===== src/rtl/core/mfhd_pkg.sv =====
// Shared types and codes for the MQTT fixed-header deframer.
package mfhd_pkg;

   // Field widths of the byte stream and the decoded header.
   localparam int unsigned ByteWidth   = 8;
   localparam int unsigned NibbleWidth = 4;
   localparam int unsigned LenWidth    = 28;
   localparam int unsigned CountWidth  = 3;
   localparam int unsigned MaxWidth    = 17;
   localparam int unsigned RoleWidth   = 2;
   localparam int unsigned ErrWidth    = 2;
   localparam int unsigned PhaseWidth  = 2;

   // Buffer size after reset.
   localparam logic [MaxWidth-1:0] MaxPacketReset = 17'd1024;

   // Framing phases.
   localparam logic [PhaseWidth-1:0] PhaseHeader = 2'd0;
   localparam logic [PhaseWidth-1:0] PhaseLength = 2'd1;
   localparam logic [PhaseWidth-1:0] PhaseBody   = 2'd2;
   localparam logic [PhaseWidth-1:0] PhaseHalt   = 2'd3;

   // Byte roles.
   localparam logic [RoleWidth-1:0] RoleHeader = 2'd0;
   localparam logic [RoleWidth-1:0] RoleLength = 2'd1;
   localparam logic [RoleWidth-1:0] RoleBody   = 2'd2;

   // Error codes.
   localparam logic [ErrWidth-1:0] ErrNone      = 2'd0;
   localparam logic [ErrWidth-1:0] ErrMalformed = 2'd1;
   localparam logic [ErrWidth-1:0] ErrTooLong   = 2'd2;

   // Length field bytes: continuation flag and data group.
   localparam int unsigned ContBit   = 7;
   localparam int unsigned GroupBits = 7;
   localparam logic [CountWidth-1:0] MaxLenBytes = 3'd4;

   // Framing state kept between bytes.
   typedef struct packed {
      logic [PhaseWidth-1:0]  phase;
      logic [NibbleWidth-1:0] pkt_type;
      logic [NibbleWidth-1:0] pkt_flags;
      logic [LenWidth-1:0]    len_acc;
      logic [CountWidth-1:0]  len_count;
      logic [LenWidth-1:0]    body_left;
      logic [ErrWidth-1:0]    err;
   } frame_state_type;

   // One tagged output byte.
   typedef struct packed {
      logic [ByteWidth-1:0]   byte_value;
      logic [RoleWidth-1:0]   byte_role;
      logic [NibbleWidth-1:0] packet_type;
      logic [NibbleWidth-1:0] packet_flags;
      logic [LenWidth-1:0]    remaining_length;
      logic [CountWidth-1:0]  length_field_bytes;
      logic                   last_of_packet;
      logic [ErrWidth-1:0]    error_code;
   } result_type;

endpackage


===== src/rtl/core/mfhd_step.sv =====
// Combinational framing step: one byte against the current framing state.
module mfhd_step (
   input  mfhd_pkg::frame_state_type           cur_state,
   input  logic [mfhd_pkg::ByteWidth-1:0]      data_byte,
   input  logic [mfhd_pkg::MaxWidth-1:0]       max_packet_bytes,
   output mfhd_pkg::frame_state_type           next_state,
   output mfhd_pkg::result_type                result
);

   logic [mfhd_pkg::LenWidth-1:0]   group_shifted;
   logic [mfhd_pkg::LenWidth-1:0]   acc_sum;
   logic [mfhd_pkg::CountWidth-1:0] count_inc;
   logic [mfhd_pkg::LenWidth:0]     total_size;
   logic [mfhd_pkg::LenWidth-1:0]   left_dec;
   logic [mfhd_pkg::RoleWidth-1:0]  role;
   logic                            last;

   // Place the 7-bit group of this length byte at its position.
   always_comb begin
      group_shifted = '0;
      unique case (cur_state.len_count[1:0])
         2'd0: group_shifted = mfhd_pkg::LenWidth'(data_byte[6:0]);
         2'd1: group_shifted = mfhd_pkg::LenWidth'(data_byte[6:0]) << 7;
         2'd2: group_shifted = mfhd_pkg::LenWidth'(data_byte[6:0]) << 14;
         2'd3: group_shifted = mfhd_pkg::LenWidth'(data_byte[6:0]) << 21;
         default: group_shifted = '0;
      endcase
   end

   assign acc_sum    = cur_state.len_acc + group_shifted;
   assign count_inc  = cur_state.len_count + 3'd1;
   assign total_size = (mfhd_pkg::LenWidth+1)'(acc_sum)
                     + (mfhd_pkg::LenWidth+1)'(count_inc) + 29'd1;
   assign left_dec   = (cur_state.body_left != '0) ? cur_state.body_left - 28'd1
                                                   : cur_state.body_left;

   // Next framing state and this byte's role.
   always_comb begin
      next_state = cur_state;
      role       = mfhd_pkg::RoleHeader;
      last       = 1'b0;
      if (cur_state.err != mfhd_pkg::ErrNone) begin
         next_state.phase = mfhd_pkg::PhaseHalt;
      end else begin
         unique case (cur_state.phase)
            mfhd_pkg::PhaseHeader: begin
               role                 = mfhd_pkg::RoleHeader;
               next_state.pkt_type  = data_byte[7:4];
               next_state.pkt_flags = data_byte[3:0];
               next_state.len_acc   = '0;
               next_state.len_count = '0;
               next_state.body_left = '0;
               next_state.phase     = mfhd_pkg::PhaseLength;
            end
            mfhd_pkg::PhaseLength: begin
               role                 = mfhd_pkg::RoleLength;
               next_state.len_acc   = acc_sum;
               next_state.len_count = count_inc;
               if (data_byte[mfhd_pkg::ContBit]) begin
                  // A fourth byte that still continues is malformed.
                  if (count_inc >= mfhd_pkg::MaxLenBytes) begin
                     next_state.err   = mfhd_pkg::ErrMalformed;
                     next_state.phase = mfhd_pkg::PhaseHalt;
                  end
               end else if (total_size > (mfhd_pkg::LenWidth+1)'(max_packet_bytes)) begin
                  next_state.err   = mfhd_pkg::ErrTooLong;
                  next_state.phase = mfhd_pkg::PhaseHalt;
               end else if (acc_sum == '0) begin
                  // Packet with an empty body ends on its length byte.
                  last             = 1'b1;
                  next_state.phase = mfhd_pkg::PhaseHeader;
               end else begin
                  next_state.body_left = acc_sum;
                  next_state.phase     = mfhd_pkg::PhaseBody;
               end
            end
            mfhd_pkg::PhaseBody: begin
               role                 = mfhd_pkg::RoleBody;
               next_state.body_left = left_dec;
               if (left_dec == '0) begin
                  last             = 1'b1;
                  next_state.phase = mfhd_pkg::PhaseHeader;
               end
            end
            mfhd_pkg::PhaseHalt: begin
               next_state.phase = mfhd_pkg::PhaseHalt;
            end
            default: next_state.phase = mfhd_pkg::PhaseHalt;
         endcase
      end
   end

   // Tagged byte; once halted only the byte and the error are reported.
   always_comb begin
      result            = '0;
      result.byte_value = data_byte;
      result.error_code = cur_state.err;
      if (cur_state.err == mfhd_pkg::ErrNone && cur_state.phase != mfhd_pkg::PhaseHalt) begin
         result.byte_role          = role;
         result.packet_type        = next_state.pkt_type;
         result.packet_flags       = next_state.pkt_flags;
         result.remaining_length   = next_state.len_acc;
         result.length_field_bytes = next_state.len_count;
         result.last_of_packet     = last;
         result.error_code         = next_state.err;
      end
   end

endmodule


===== src/rtl/core/mqtt_fixed_header_deframer.sv =====
// MQTT fixed-header deframer for one connection. Each request carries one
// received byte; the block answers each with one response that repeats the
// byte and tags it as header, remaining-length or body byte, together with
// the packet's type, flags, the remaining length decoded so far, the count of
// length bytes and a mark on the byte that completes the packet. A fourth
// length byte with its continuation bit set reports a malformed length, and a
// packet whose total size exceeds csr_wr_data as last written (1024 after
// reset) reports too long; either error holds until reset, and later bytes
// then pass through with only the error code. The block takes one byte every
// cycle unless responses stall: the decode is a single combinational step between
// the framing state and the response register, so a response appears the
// cycle after its request and a new request is taken while the response is
// being read. A new buffer size applies at the next end of a length field.
module mqtt_fixed_header_deframer (
   input  logic                                 clock,
   input  logic                                 reset,
   input  logic                                 req_valid,
   output logic                                 req_ready,
   input  logic [mfhd_pkg::ByteWidth-1:0]       req_data_byte,
   output logic                                 rsp_valid,
   input  logic                                 rsp_ready,
   output logic [mfhd_pkg::ByteWidth-1:0]       rsp_byte_value,
   output logic [mfhd_pkg::RoleWidth-1:0]       rsp_byte_role,
   output logic [mfhd_pkg::NibbleWidth-1:0]     rsp_packet_type,
   output logic [mfhd_pkg::NibbleWidth-1:0]     rsp_packet_flags,
   output logic [mfhd_pkg::LenWidth-1:0]        rsp_remaining_length,
   output logic [mfhd_pkg::CountWidth-1:0]      rsp_length_field_bytes,
   output logic                                 rsp_last_of_packet,
   output logic [mfhd_pkg::ErrWidth-1:0]        rsp_error_code,
   input  logic                                 csr_wr_en,
   input  logic [mfhd_pkg::MaxWidth-1:0]        csr_wr_data
);

   mfhd_pkg::frame_state_type       state_ff, state_in;
   mfhd_pkg::result_type            result_ff, result_in;
   logic                            rsp_valid_ff, rsp_valid_in;
   logic [mfhd_pkg::MaxWidth-1:0]   max_bytes_ff, max_bytes_in;
   logic                            req_accept;

   // Accept while the response register is empty or being drained.
   assign req_ready  = !rsp_valid_ff || rsp_ready;
   assign req_accept = req_valid && req_ready;

   mfhd_step u_step (
      .cur_state        (state_ff),
      .data_byte        (req_data_byte),
      .max_packet_bytes (max_bytes_ff),
      .next_state       (state_in),
      .result           (result_in)
   );

   assign rsp_valid_in = req_accept || (rsp_valid_ff && !rsp_ready);
   assign max_bytes_in = csr_wr_en ? csr_wr_data : max_bytes_ff;

   // Control state and the buffer size register.
   always_ff @(posedge clock) begin
      if (reset) begin
         state_ff     <= '0;
         rsp_valid_ff <= 1'b0;
         max_bytes_ff <= mfhd_pkg::MaxPacketReset;
      end else begin
         rsp_valid_ff <= rsp_valid_in;
         max_bytes_ff <= max_bytes_in;
         if (req_accept) begin
            state_ff <= state_in;
         end
      end
   end

   // Response payload register.
   always_ff @(posedge clock) begin
      if (req_accept) begin
         result_ff <= result_in;
      end
   end

   assign rsp_valid              = rsp_valid_ff;
   assign rsp_byte_value         = result_ff.byte_value;
   assign rsp_byte_role          = result_ff.byte_role;
   assign rsp_packet_type        = result_ff.packet_type;
   assign rsp_packet_flags       = result_ff.packet_flags;
   assign rsp_remaining_length   = result_ff.remaining_length;
   assign rsp_length_field_bytes = result_ff.length_field_bytes;
   assign rsp_last_of_packet     = result_ff.last_of_packet;
   assign rsp_error_code         = result_ff.error_code;

endmodule


===== config.mk =====
export PLATFORM = sky130hd
export DESIGN_NAME = mqtt_fixed_header_deframer
export DESIGN_NICKNAME = d
export VERILOG_FILES = /design/src/rtl/core/mfhd_pkg.sv /design/src/rtl/core/mfhd_step.sv /design/src/rtl/core/mqtt_fixed_header_deframer.sv
export SDC_FILE = /design/constraint.sdc
export NUM_CORES = 1
export LEC_CHECK = 0
export BUFFER_PORTS_ARGS = -buffer_cell sky130_fd_sc_hd__buf_4
export CAP_MARGIN = 20
export CORE_MARGIN = 1
export CORE_UTILIZATION = 23
export CTS_CLUSTER_DIAMETER = 150
export DETAILED_ROUTE_END_ITERATION = 8
export GPL_TIMING_DRIVEN = 0
export SLEW_MARGIN = 10
export SYNTH_ARGS = -nofsm -noshare
export SYNTH_HDL_FRONTEND = slang
export SYNTH_HIERARCHICAL = 1
export SYNTH_SLANG_ARGS = --single-unit

===== constraint.sdc =====
create_clock -name clock -period 7.65 [get_ports clock]
set_input_delay 1.53 -clock clock [delete_from_list [all_inputs] [get_ports clock]]
set_output_delay 1.53 -clock clock [all_outputs]
set_load 0.02 [all_outputs]

==> results of run 1 <==
==> layer usage <==
layer | GRT usage, % | vias up | share of wire [%]
li1 | - | 4939 | -
met1 | 21.0 | 5037 | 47
met2 | 23.5 | 409 | 43
met3 | 2.54 | 77 | 6.3
met4 | 7.71 | 0 | 3.9
met5 | 0 | - | 0
==> registers in the layout, indices dropped and copies added, names as in the netlist <==
register	cells
rsp_packet_type	4
rsp_byte_value	8
rsp_length_field_bytes	3
state_ff	71
rsp_valid	1
rsp_byte_role	2
rsp_error_code	2
max_bytes_ff	17
rsp_remaining_length	28
rsp_last_of_packet	1
rsp_packet_flags	4
==> cell usage after synthesis (all sizes together) (12+ instances only) <==
master and count:
a21oi 124, nand3 92, dfxtp 89, nand2 81, and2 77, a21bo 71
nor2 70, o21ai 58, ha 56, edfxtp 52, buf 51, inv 43
clkbuf 42, nor3 42, mux2i 36, xnor2 29, nand4 28, a22o 23
nor4 20, xor2 16, a21o 15, and3 12
==> cell type report <==
class / instances / area, um2
multi-input cells: 1009 / 7000
flip-flops and latches: 141 / 3340
inverters: 43 / 161
clock inverters: 13 / 141
clock buffers: 19 / 433
well taps: 607 / 759
repair buffers: 82 / 633
fillers: 4969 / 33900
plain buffers: 93 / 546
==> worst min-delay path by stage <==
stage,cells after the start,start,slack [ns],end
after floorplan,2,max_bytes_ff[11],0.46,max_bytes_ff[11]
after global placement,2,max_bytes_ff[5],0.48,max_bytes_ff[5]
after detailed placement,2,max_bytes_ff[2],0.49,max_bytes_ff[2]
after CTS,2,max_bytes_ff[2],0.50,max_bytes_ff[2]
after global routing,2,max_bytes_ff[6],0.52,max_bytes_ff[6]
final,2,max_bytes_ff[2],0.49,max_bytes_ff[2]
==> cell families (layout without fill, tap and decap cells) <==
group	count (synthesis)	in the layout	synth area share, %
XOR/XNOR	45	45	3.84
buffers and inverters	136	250	6.40
flip-flops	141	141	30.3
multiplexers	44	44	4.08
AND/OR/NAND/NOR	481	481	23.2
AO/OA/AOI/OAI	381	381	25.4
adder cells (fa/ha/maj)	58	58	6.71
==> stage by stage <==
stage / area [um2] / hold slack (ns) / power, mW / setup TNS [ns]
6_report: 13000 / 0.493 / 2.02 / 0
5_1_grt: 13000 / 0.519 / 2.10 / 0
4_1_cts: 13000 / 0.501 / 2.03 / 0
3_5_place_dp: 12400 / 0.486 / 1.19 / -1.27
3_3_place_gp: 12400 / 0.478 / 1.19 / -0.919
2_1_floorplan: 11000 / 0.460 / 1.06 / 0
==> worst min-delay path: cells and delay by family (launching register included) <==
family	cells	cell delay, ns
mux	1	0.06
simple gates	1	0.07
flops	1	0.32
==> power groups by stage <==
| stage | logic (mW) | clock network (mW) | registers, mW |
|---|---|---|---|
| after floorplan | 0.206 | 0 | 0.857 |
| after global placement | 0.346 | 0 | 0.842 |
| after detailed placement | 0.352 | 0 | 0.841 |
| after CTS | 0.354 | 0.854 | 0.825 |
| after global routing | 0.384 | 0.885 | 0.828 |
| final | 0.357 | 0.842 | 0.824 |
==> what timing repair did <==
action / CTS / global route
resized for setup: 0 / 2
endpoints found under the setup margin: 0 / 13
setup buffers: 0 / 0
==> metrics.md, run 1 <==
| Metric | Value |
|---|---|
| Status | `finished clean` |
| Depth of the CTS H-tree | `4` |
| Seq pwr share | `40.7%` |
| Final Skew | `0.00930 ns` |
| Most common cell after layout, fill and taps aside | `a21oi_1` |
| Final Util | `27.7%` |
| Diode count | `0` |
| Max-slew headroom | `41.1%` |
| Number of cell rows | `79` |
| FFs w/ async S/R, synth | `0%` |
| Post-synth top flop | `dfxtp_1` |
| Max Cap Viol | `0` |
| Critical path class | `register to register` |
| Fin crit share | `94.9%` |
| Crit start category | `register` |
| Layout Area Growth over Synthesis | `18.0%` |
| HPWL Detailed | `28.9 mm` |
| Wire length per cell | `19.0 um` |
| Tightest Hold Check Type | `register to register` |
| CTS clk-pin slew, worst paths | `0.07 ns` |
| Gr ovfl total | `0` |
| Slowest stage cell, crit path | `a311oi_4` |
| Setup WS post-layout | `0.389 ns` |
| Final net count | `1475` |
| Critical Path Sink | `state_ff[12]` |
| Mapped cell area | `11000 um2` |
| Yosys reg bits | `141` |
| Die span in y | `221 um` |
| Avg Inst Size Synth | `8.58 um2` |
| Critical Path Max Stage Delay | `0.53 ns` |
| Arr. time, crit path | `7.58 ns` |
| Die Area | `48900 um2` |
| Clk pwr share | `41.6%` |
| Crit end category | `register` |
| Hold buffers post-CTS | `0` |
| Max Clk Rate | `138 MHz` |
| RSZ-0062 raised after global routing | `false` |
| Iteration count of the initial detailed-routing pass | `5` |
| Combinational Power Share | `17.6%` |
| Worst r2r src | `state_ff[30]` |
| CP dominant cell by count | `ha_1` |
| Delay-heaviest family, CP | `compound AO/OA/AOI/OAI gates` |
| Total number of vias | `10500` |
| Area share of the largest cell type after synthesis | `16.1%` |
| FF-to-FF path depth | `27` |
| CTS sink count | `141` |
| Residual DRC count | `0` |
| Largest net degree at the start of global routing | `32` |
| Final ANT Viol Nets | `0` |
| Starting Density | `23.5%` |
| Cell count after synthesis | `1286` |
| Yosys warnings | `6` |
| GRT Total Usage | `15.4%` |
| Clock buffer depth | `2` |
| # IOs | `84` |
| Setup violators final | `0` |
| R2R setup slack | `0.39 ns` |
| Drt initial violations | `983` |
| Syn nets | `1374` |
| WP data required | `7.97 ns` |
| Power Density | `155 nW/um2` |
| Root buffer cell | `clkbuf_16` |
| GP Congestion | `0.959` |
| Leakage | `5.05 nW` |
| Inserted Clock Buffers | `17` |
| CORE AREA | `47000 um2` |
| Critical Path Stages | `27` |
| Reg-to-reg endpoint | `state_ff[12]` |
| First-pass GRT wire length | `58.8 mm` |
| Die X-Extent | `221 um` |
| Netlist cell types | `93` |
| Ranking of synthesized cells by area | `dfxtp_1 (16%), edfxtp_1 (14%), a21bo_1 (6.4%)` |
| Post-layout min period | `7.26 ns` |
| Port bufs | `80` |
| Post-synth EDFFs | `52` |
| CP bufs+invs | `3` |
| Vias per cell | `5.21` |
| Crit. Startpoint | `state_ff[30]` |
| Critical path peak fanout | `10` |
| Number of global-route vias before repair | `10200` |
| Initial antenna violation count | `1` |
| Fin. Hold Viols | `0` |
| Clock latency on the worst-skew pair | `0.45 ns` |
| Net Sw Power | `0.602 mW` |
| Sequential-to-total area share from yosys stat | `30.3%` |
| CTS tree | `built` |
| Total wire length | `38.1 mm` |
| Max-slew violation count | `0` |
| Most frequent cells in the layout | `a21oi_1 (117), buf_4 (93), nand3_1 (89), dfxtp_1 (89), nand2_1 (81)` |
| Layout cells sized above 1 | `15.7%` |
| Dpl cells | `1974` |
| Place WS | `-0.171 ns` |
| Pint | `1.42 mW` |
| Worst-Margin Slew | `0.884 ns` |
| Synth area leader | `dfxtp_1` |
| VDD IR max | `0.000108 V` |
| Non-filler cells, final | `2007` |
| Switching share of power | `29.7%` |
Power figures use the tool's default switching activity.
==> run 2: changes to the inputs <==
--- a/config.mk
+++ b/config.mk
@@ -12,6 +12,7 @@
 export CTS_CLUSTER_DIAMETER = 150
 export DETAILED_ROUTE_END_ITERATION = 8
 export GPL_TIMING_DRIVEN = 0
+export MAX_ROUTING_LAYER = met4
 export SLEW_MARGIN = 10
 export SYNTH_ARGS = -nofsm -noshare
 export SYNTH_HDL_FRONTEND = slang
==> metrics.md, run 2 (synthesis gave the netlist of run 1 again) <==
| Metric | Value |
|---|---|
| Final Power | `2.03 mW (+0.24%)` |
| Max-slew violation count | `0 (unchanged)` |
| Root buffer cell | `clkbuf_16` |
| Most common cell after layout, fill and taps aside | `a21oi_1` |
| Inserted Clock Buffers | `17 (unchanged)` |
| CTS tree | `built` |
| Max Clk Rate | `136 MHz (-1.0%)` |
| Finished Cell Area | `13000 um2 (about the same)` |
| Port bufs | `80 (unchanged)` |
| Dpl cells | `1974 (unchanged)` |
| WP data required | `7.97 ns (about the same)` |
| Arr. time, crit path | `7.66 ns (+0.08 ns)` |
| Multi-input gate area | `7000 um2 (about the same)` |
| Max-slew headroom | `46.7% (+5.7 points)` |
| Most frequent cells in the layout | `a21oi_1 (117), buf_4 (93), nand3_1 (89), dfxtp_1 (89), nand2_1 (81)` |
| FILL cells | `4968 (-0.020%)` |
| HPWL Detailed | `29.2 mm (+0.77%)` |
| Crit end category | `register` |
| Largest net degree at the start of global routing | `29 (-9.4%)` |
| Final Skew | `0.0101 ns (+0.000800 ns)` |
| Residual DRC count | `0 (unchanged)` |
| CORE AREA | `47000 um2 (unchanged)` |
| Fin crit share | `95.9% (+1.0 points)` |
| R2R setup slack | `0.31 ns (-0.08 ns)` |
| Critical Path Sink | `state_ff[11]` |
| CTS resizes | `0 (unchanged)` |
| Layout Area Growth over Synthesis | `17.9% (about the same)` |
| Largest register FFs | `71 (unchanged)` |
| RSZ-0062 raised after global routing | `false` |
| Wire length per cell | `19.3 um (+1.4%)` |
| Layout cells sized above 1 | `15.7% (unchanged)` |
| Gr ovfl total | `0 (unchanged)` |
| Crit start category | `register` |
| Non-filler cells, final | `2007 (unchanged)` |
| Status | `finished clean` |
| Number of cell rows | `79 (unchanged)` |
| Die span in y | `221 um (unchanged)` |
| Fin. Hold Viols | `0 (unchanged)` |
| CTS clk-pin slew, worst paths | `0.07 ns (about the same)` |
| Initial antenna violation count | `1 (unchanged)` |
| Drt initial violations | `1164 (+18%)` |
| Leakage | `5.05 nW (+0.11%)` |
| First-pass GRT wire length | `59.7 mm (+1.5%)` |
| Setup bufs post-CTS | `0 (unchanged)` |
| Depth of the CTS H-tree | `4 (unchanged)` |
| Place WS | `-0.110 ns (+0.0604 ns)` |
| Crit. Startpoint | `state_ff[30]` |
| CTS sink count | `141 (unchanged)` |
| Vias per cell | `5.22 (about the same)` |
| Post-layout min period | `7.34 ns (+0.0766 ns)` |
| Setup violators final | `0 (unchanged)` |
| Hold buffers post-CTS | `0 (unchanged)` |
| Clock buffer depth | `2 (unchanged)` |
| Total wire length | `38.7 mm (+1.4%)` |
| # IOs | `84 (unchanged)` |
| Storage cell area | `3340 um2 (unchanged)` |
| Final ANT Viol Nets | `0 (unchanged)` |
| Tightest Hold Check Type | `register to register` |
| Starting Density | `23.5% (unchanged)` |
| Final net count | `1475 (unchanged)` |
| Area of placed instances | `12400 um2 (about the same)` |
| Final Util | `27.7% (about the same)` |
| Die Area | `48900 um2 (unchanged)` |
| Clock latency on the worst-skew pair | `0.46 ns (about the same)` |
| Critical path class | `register to register` |
| GRT Total Usage | `16.2% (+0.79 points)` |
| FF-to-FF path depth | `27 (unchanged)` |
| Reg-to-reg endpoint | `state_ff[11]` |
| Register bank with the most flops | `state_ff` |
| VDD IR max | `0.000115 V (+7.0%)` |
| Diode count | `0 (unchanged)` |
| WHS | `0.495 ns (+0.00199 ns)` |
| GP Congestion | `0.961 (+0.24%)` |
| Critical path peak fanout | `10 (unchanged)` |
| Worst r2r src | `state_ff[30]` |
| Total Neg Setup Slack | `0 ns (unchanged)` |
| Number of global-route vias before repair | `9928 (-2.3%)` |
| Max Cap Viol | `0 (unchanged)` |
| Setup WS post-layout | `0.313 ns (-0.0766 ns)` |
| Die X-Extent | `221 um (unchanged)` |
| Power Density | `156 nW/um2 (+0.27%)` |
| Worst-Margin Slew | `0.799 ns (-0.0852 ns)` |
| Total number of vias | `10500 (+0.096%)` |
| Iteration count of the initial detailed-routing pass | `5 (unchanged)` |
## run 2: cell count changes in the layout (fill, tap and decap cells not counted), sizes merged
cell | before | now
clkinvlp | 3 | 1
clkbuf | 62 | 61
clkinv | 6 | 4
inv | 45 | 52
bufinv | 2 | 0
## run 2: routing by layer
metal / share of wire (%) / up-vias / GRT usage (%)
met5: 0 / - / -
met4: 2.9 / 0 / 6.59
met1: 47 / 5078 / 21.7
met2: 45 / 402 / 24.4
li1: - / 4937 / -
met3: 5.8 / 55 / 2.31
## run 2: area by class of cell
type | count | area share [%]
repair buffers | 82 | 4.81
clock buffers | 18 | 3.30
inverters | 43 | 1.24
clock inverters | 14 | 1.16
well taps | 607 | 5.83
plain buffers | 93 | 4.19
multi-input cells | 1009 | 53.8
flip-flops and latches | 141 | 25.7
## run 2: where the power goes
| group | total, mW | internal, mW | switching (mW) |
|---|---|---|---|
| sequential | 0.823 | 0.808 | 0.0158 |
| clock | 0.846 | 0.437 | 0.409 |
| combinational | 0.359 | 0.132 | 0.227 |
| total | 2.03 | 1.38 | 0.652 |
## run 2: worst min path at each step
stage	slack, ns	start	cells past startpoint	to
after floorplan	0.46	max_bytes_ff[11]	2	max_bytes_ff[11]
after global placement	0.48	max_bytes_ff[4]	2	max_bytes_ff[4]
final	0.49	max_bytes_ff[2]	2	max_bytes_ff[2]
after detailed placement	0.48	max_bytes_ff[2]	2	max_bytes_ff[2]
after CTS	0.50	max_bytes_ff[2]	2	max_bytes_ff[2]
after global routing	0.54	max_bytes_ff[6]	2	max_bytes_ff[6]
## run 2: worst max-delay path: stages, from the launching register on
cell	delay [ns]
dfxtp_1	0.48
inv_1	0.13
ha_1	0.33
nor2b_1	0.48
and2_1	0.26
ha_1	0.24
buf_2	0.19
and2_1	0.17
and3_4	0.20
a311oi_4	0.51
xor2_1	0.25
and4bb_2	0.41
nand4_1	0.24
xnor2_1	0.34
ha_1	0.30
a21o_1	0.16
a21o_1	0.16
a21oi_1	0.18
nand2_1	0.06
o21ai_0	0.47
o2111a_1	0.29
and3_2	0.26
o211ai_2	0.12
buf_6	0.18
a21o_4	0.26
a221o_1	0.37
nand3_1	0.08
a21oi_1	0.06
==> run 3: changes to the inputs <==
--- a/config.mk
+++ b/config.mk
@@ -7,6 +7,7 @@
 export LEC_CHECK = 0
 export BUFFER_PORTS_ARGS = -buffer_cell sky130_fd_sc_hd__buf_4
 export CAP_MARGIN = 20
+export CORE_ASPECT_RATIO = 1.75
 export CORE_MARGIN = 1
 export CORE_UTILIZATION = 23
 export CTS_CLUSTER_DIAMETER = 150
==> metrics.md, run 3 (synthesis gave the netlist of run 1 again) <==
| Metric | Value |
|---|---|
| Die span in y | `292 um (+32%)` |
| Area of placed instances | `12400 um2 (-0.34%)` |
| Layout Area Growth over Synthesis | `17.4%` |
| Iteration count of the initial detailed-routing pass | `5 (unchanged)` |
| Tightest Hold Check Type | `register to register` |
| Number of cell rows | `105 (+33%)` |
| Largest net degree at the start of global routing | `53 (+83%)` |
| Hold buffers post-CTS | `0 (unchanged)` |
| Max-slew violation count | `0 (unchanged)` |
| Die Area | `48900 um2 (about the same)` |
| Fin. Hold Viols | `0 (unchanged)` |
| Vias per cell | `5.27 (+0.91%)` |
| Most common cell after layout, fill and taps aside | `a21oi_1` |
| Layer with the highest usage | `met2` |
| Critical path class | `primary input to register` |
| Initial antenna violation count | `0 (-1)` |
| Clock latency on the worst-skew pair | `0.45 ns (about the same)` |
| WHS | `0.495 ns (+0.000133 ns)` |
| # IOs | `84 (unchanged)` |
| RSZ-0062 raised after global routing | `false` |
| Max Cap Viol | `0 (unchanged)` |
| Storage cell area | `3340 um2 (unchanged)` |
| Residual DRC count | `0 (unchanged)` |
| Starting Density | `23.4% (-0.11 points)` |
| Final net count | `1474 (-0.068%)` |
| Fin crit share | `98.3% (+2.3 points)` |
| Power Density | `155 nW/um2 (-0.42%)` |
| Depth of the CTS H-tree | `4 (unchanged)` |
| HPWL Detailed | `32.4 mm (+11%)` |
| Arr. time, crit path | `7.82 ns (+0.16 ns)` |
| Met3 GRT Util | `1.83% (-0.48 points)` |
| Port bufs | `80 (unchanged)` |
| Worst-Margin Slew | `0.966 ns (+0.167 ns)` |
| Crit end category | `register` |
| CTS sink count | `141 (unchanged)` |
| Wire length per cell | `20.8 um (+8.1%)` |
| Clock buffer depth | `2 (unchanged)` |
| CP bufs+invs | `3 (unchanged)` |
| Root buffer cell | `clkbuf_16` |
| Status | `finished clean` |
| WP data required | `7.96 ns (about the same)` |
| GP Congestion | `0.990 (+3.0%)` |
| CTS clk-pin slew, worst paths | `0.07 ns (about the same)` |
| Most frequent cells in the layout | `a21oi_1 (117), buf_4 (93), nand3_1 (89), dfxtp_1 (89), nand2_1 (81)` |
| Delay-heaviest family, CP | `compound AO/OA/AOI/OAI gates` |
| Critical Path Max Stage Delay | `0.69 ns (+0.18 ns)` |
| Die X-Extent | `168 um (-24%)` |
| Total number of vias | `10500 (-0.095%)` |
| Multi-input gate area | `7000 um2 (unchanged)` |
| Post-layout min period | `7.52 ns (+0.179 ns)` |
| VDD IR max | `0.000139 V (+21%)` |
| Slowest stage cell, crit path | `fa_1` |
| Max-slew headroom | `35.4% (-11 points)` |
| Gr ovfl total | `0 (unchanged)` |
| Layout cells sized above 1 | `15.9% (+0.15 points)` |
| Crit start category | `primary input` |
| Inserted Clock Buffers | `17 (unchanged)` |
| Leakage | `5.05 nW (about the same)` |
| FILL cells | `4985 (+0.34%)` |
| Finished Cell Area | `13000 um2 (-0.46%)` |
| CTS tree | `built` |
| Total wire length | `41.4 mm (+7.1%)` |
| Final Skew | `0.0108 ns (+0.000708 ns)` |
| First-pass GRT wire length | `62.5 mm (+4.8%)` |
| Met2 Usage GRT | `32.8% (+8.4 points)` |
| Max Clk Rate | `133 MHz (-2.4%)` |
| Final ANT Viol Nets | `0 (unchanged)` |
| Setup violators final | `0 (unchanged)` |
| Largest register FFs | `71 (unchanged)` |
| Register bank with the most flops | `state_ff` |
| Drt initial violations | `579 (-50%)` |
| CORE AREA | `47200 um2 (+0.45%)` |
| Diode count | `0 (unchanged)` |
| Number of global-route vias before repair | `10600 (+7.1%)` |
| Critical path peak fanout | `10 (unchanged)` |
| Setup bufs post-CTS | `0 (unchanged)` |
| Met1 Use GR | `15.5% (-6.2 points)` |
| GRT Total Usage | `17.4% (+1.2 points)` |
[run 3: worst register-to-register path, delay by kind of cell (launching register included)]
kind	cells	cell delay, ns
compound gates	12	2.94
simple gates	7	1.49
xor+xnor	2	1.00
fa+ha+maj	3	0.79
buf+inv	3	0.53
flops	1	0.47
[run 3: layout make-up]
type | instances | area share (%)
tap | 588 | 5.68
multi-input combinational | 1009 | 54.0
clock buffer | 18 | 3.32
buffer | 93 | 4.21
clock inverter | 14 | 1.03
timing repair buffer | 81 | 4.67
inverter | 43 | 1.25
sequential | 141 | 25.8
[run 3: final timing paths]
kind	slack, ns	to	start	cells past startpoint
setup / recovery	0.13	state_ff[11]	req_data_byte[0]	25
hold / removal	0.49	max_bytes_ff[1]	max_bytes_ff[1]	2
setup reg to reg	0.30	state_ff[11]	state_ff[30]	27
hold reg to reg	0.49	max_bytes_ff[1]	max_bytes_ff[1]	2
[run 3: stage by stage]
stage	total power [mW]	utilization (%)	setup WS [ns]	instances	TNS, ns
after floorplan	1.06	-	1.46	1286	0
after global placement	1.20	26.2	-0.473	1954	-9.17
after detailed placement	1.20	26.2	-0.494	1954	-9.84
after CTS	2.03	27.4	0.166	1986	0
after global routing	2.08	27.5	0.0415	1987	0
final	2.01	27.5	0.134	1987	0
[run 3: repair_timing]
action | CTS | global route
gates cloned | 0 | 0
setup endpoints to repair | 4 | 28
gates resized for setup | 1 | 2
pin swaps | 0 | 0
[run 3: power by group]
part	internal (mW)	switching (mW)	leakage (nW)
Clock	0.455	0.368	0.282
Combinational	0.131	0.234	3.53
Sequential	0.808	0.0137	1.24
[run 3: metal layers]
metal,share of wire (%),up-vias
met1,33,5060
met4,8.3,0
met3,3.5,142
met2,55,338
li1,-,4922
met5,0,-
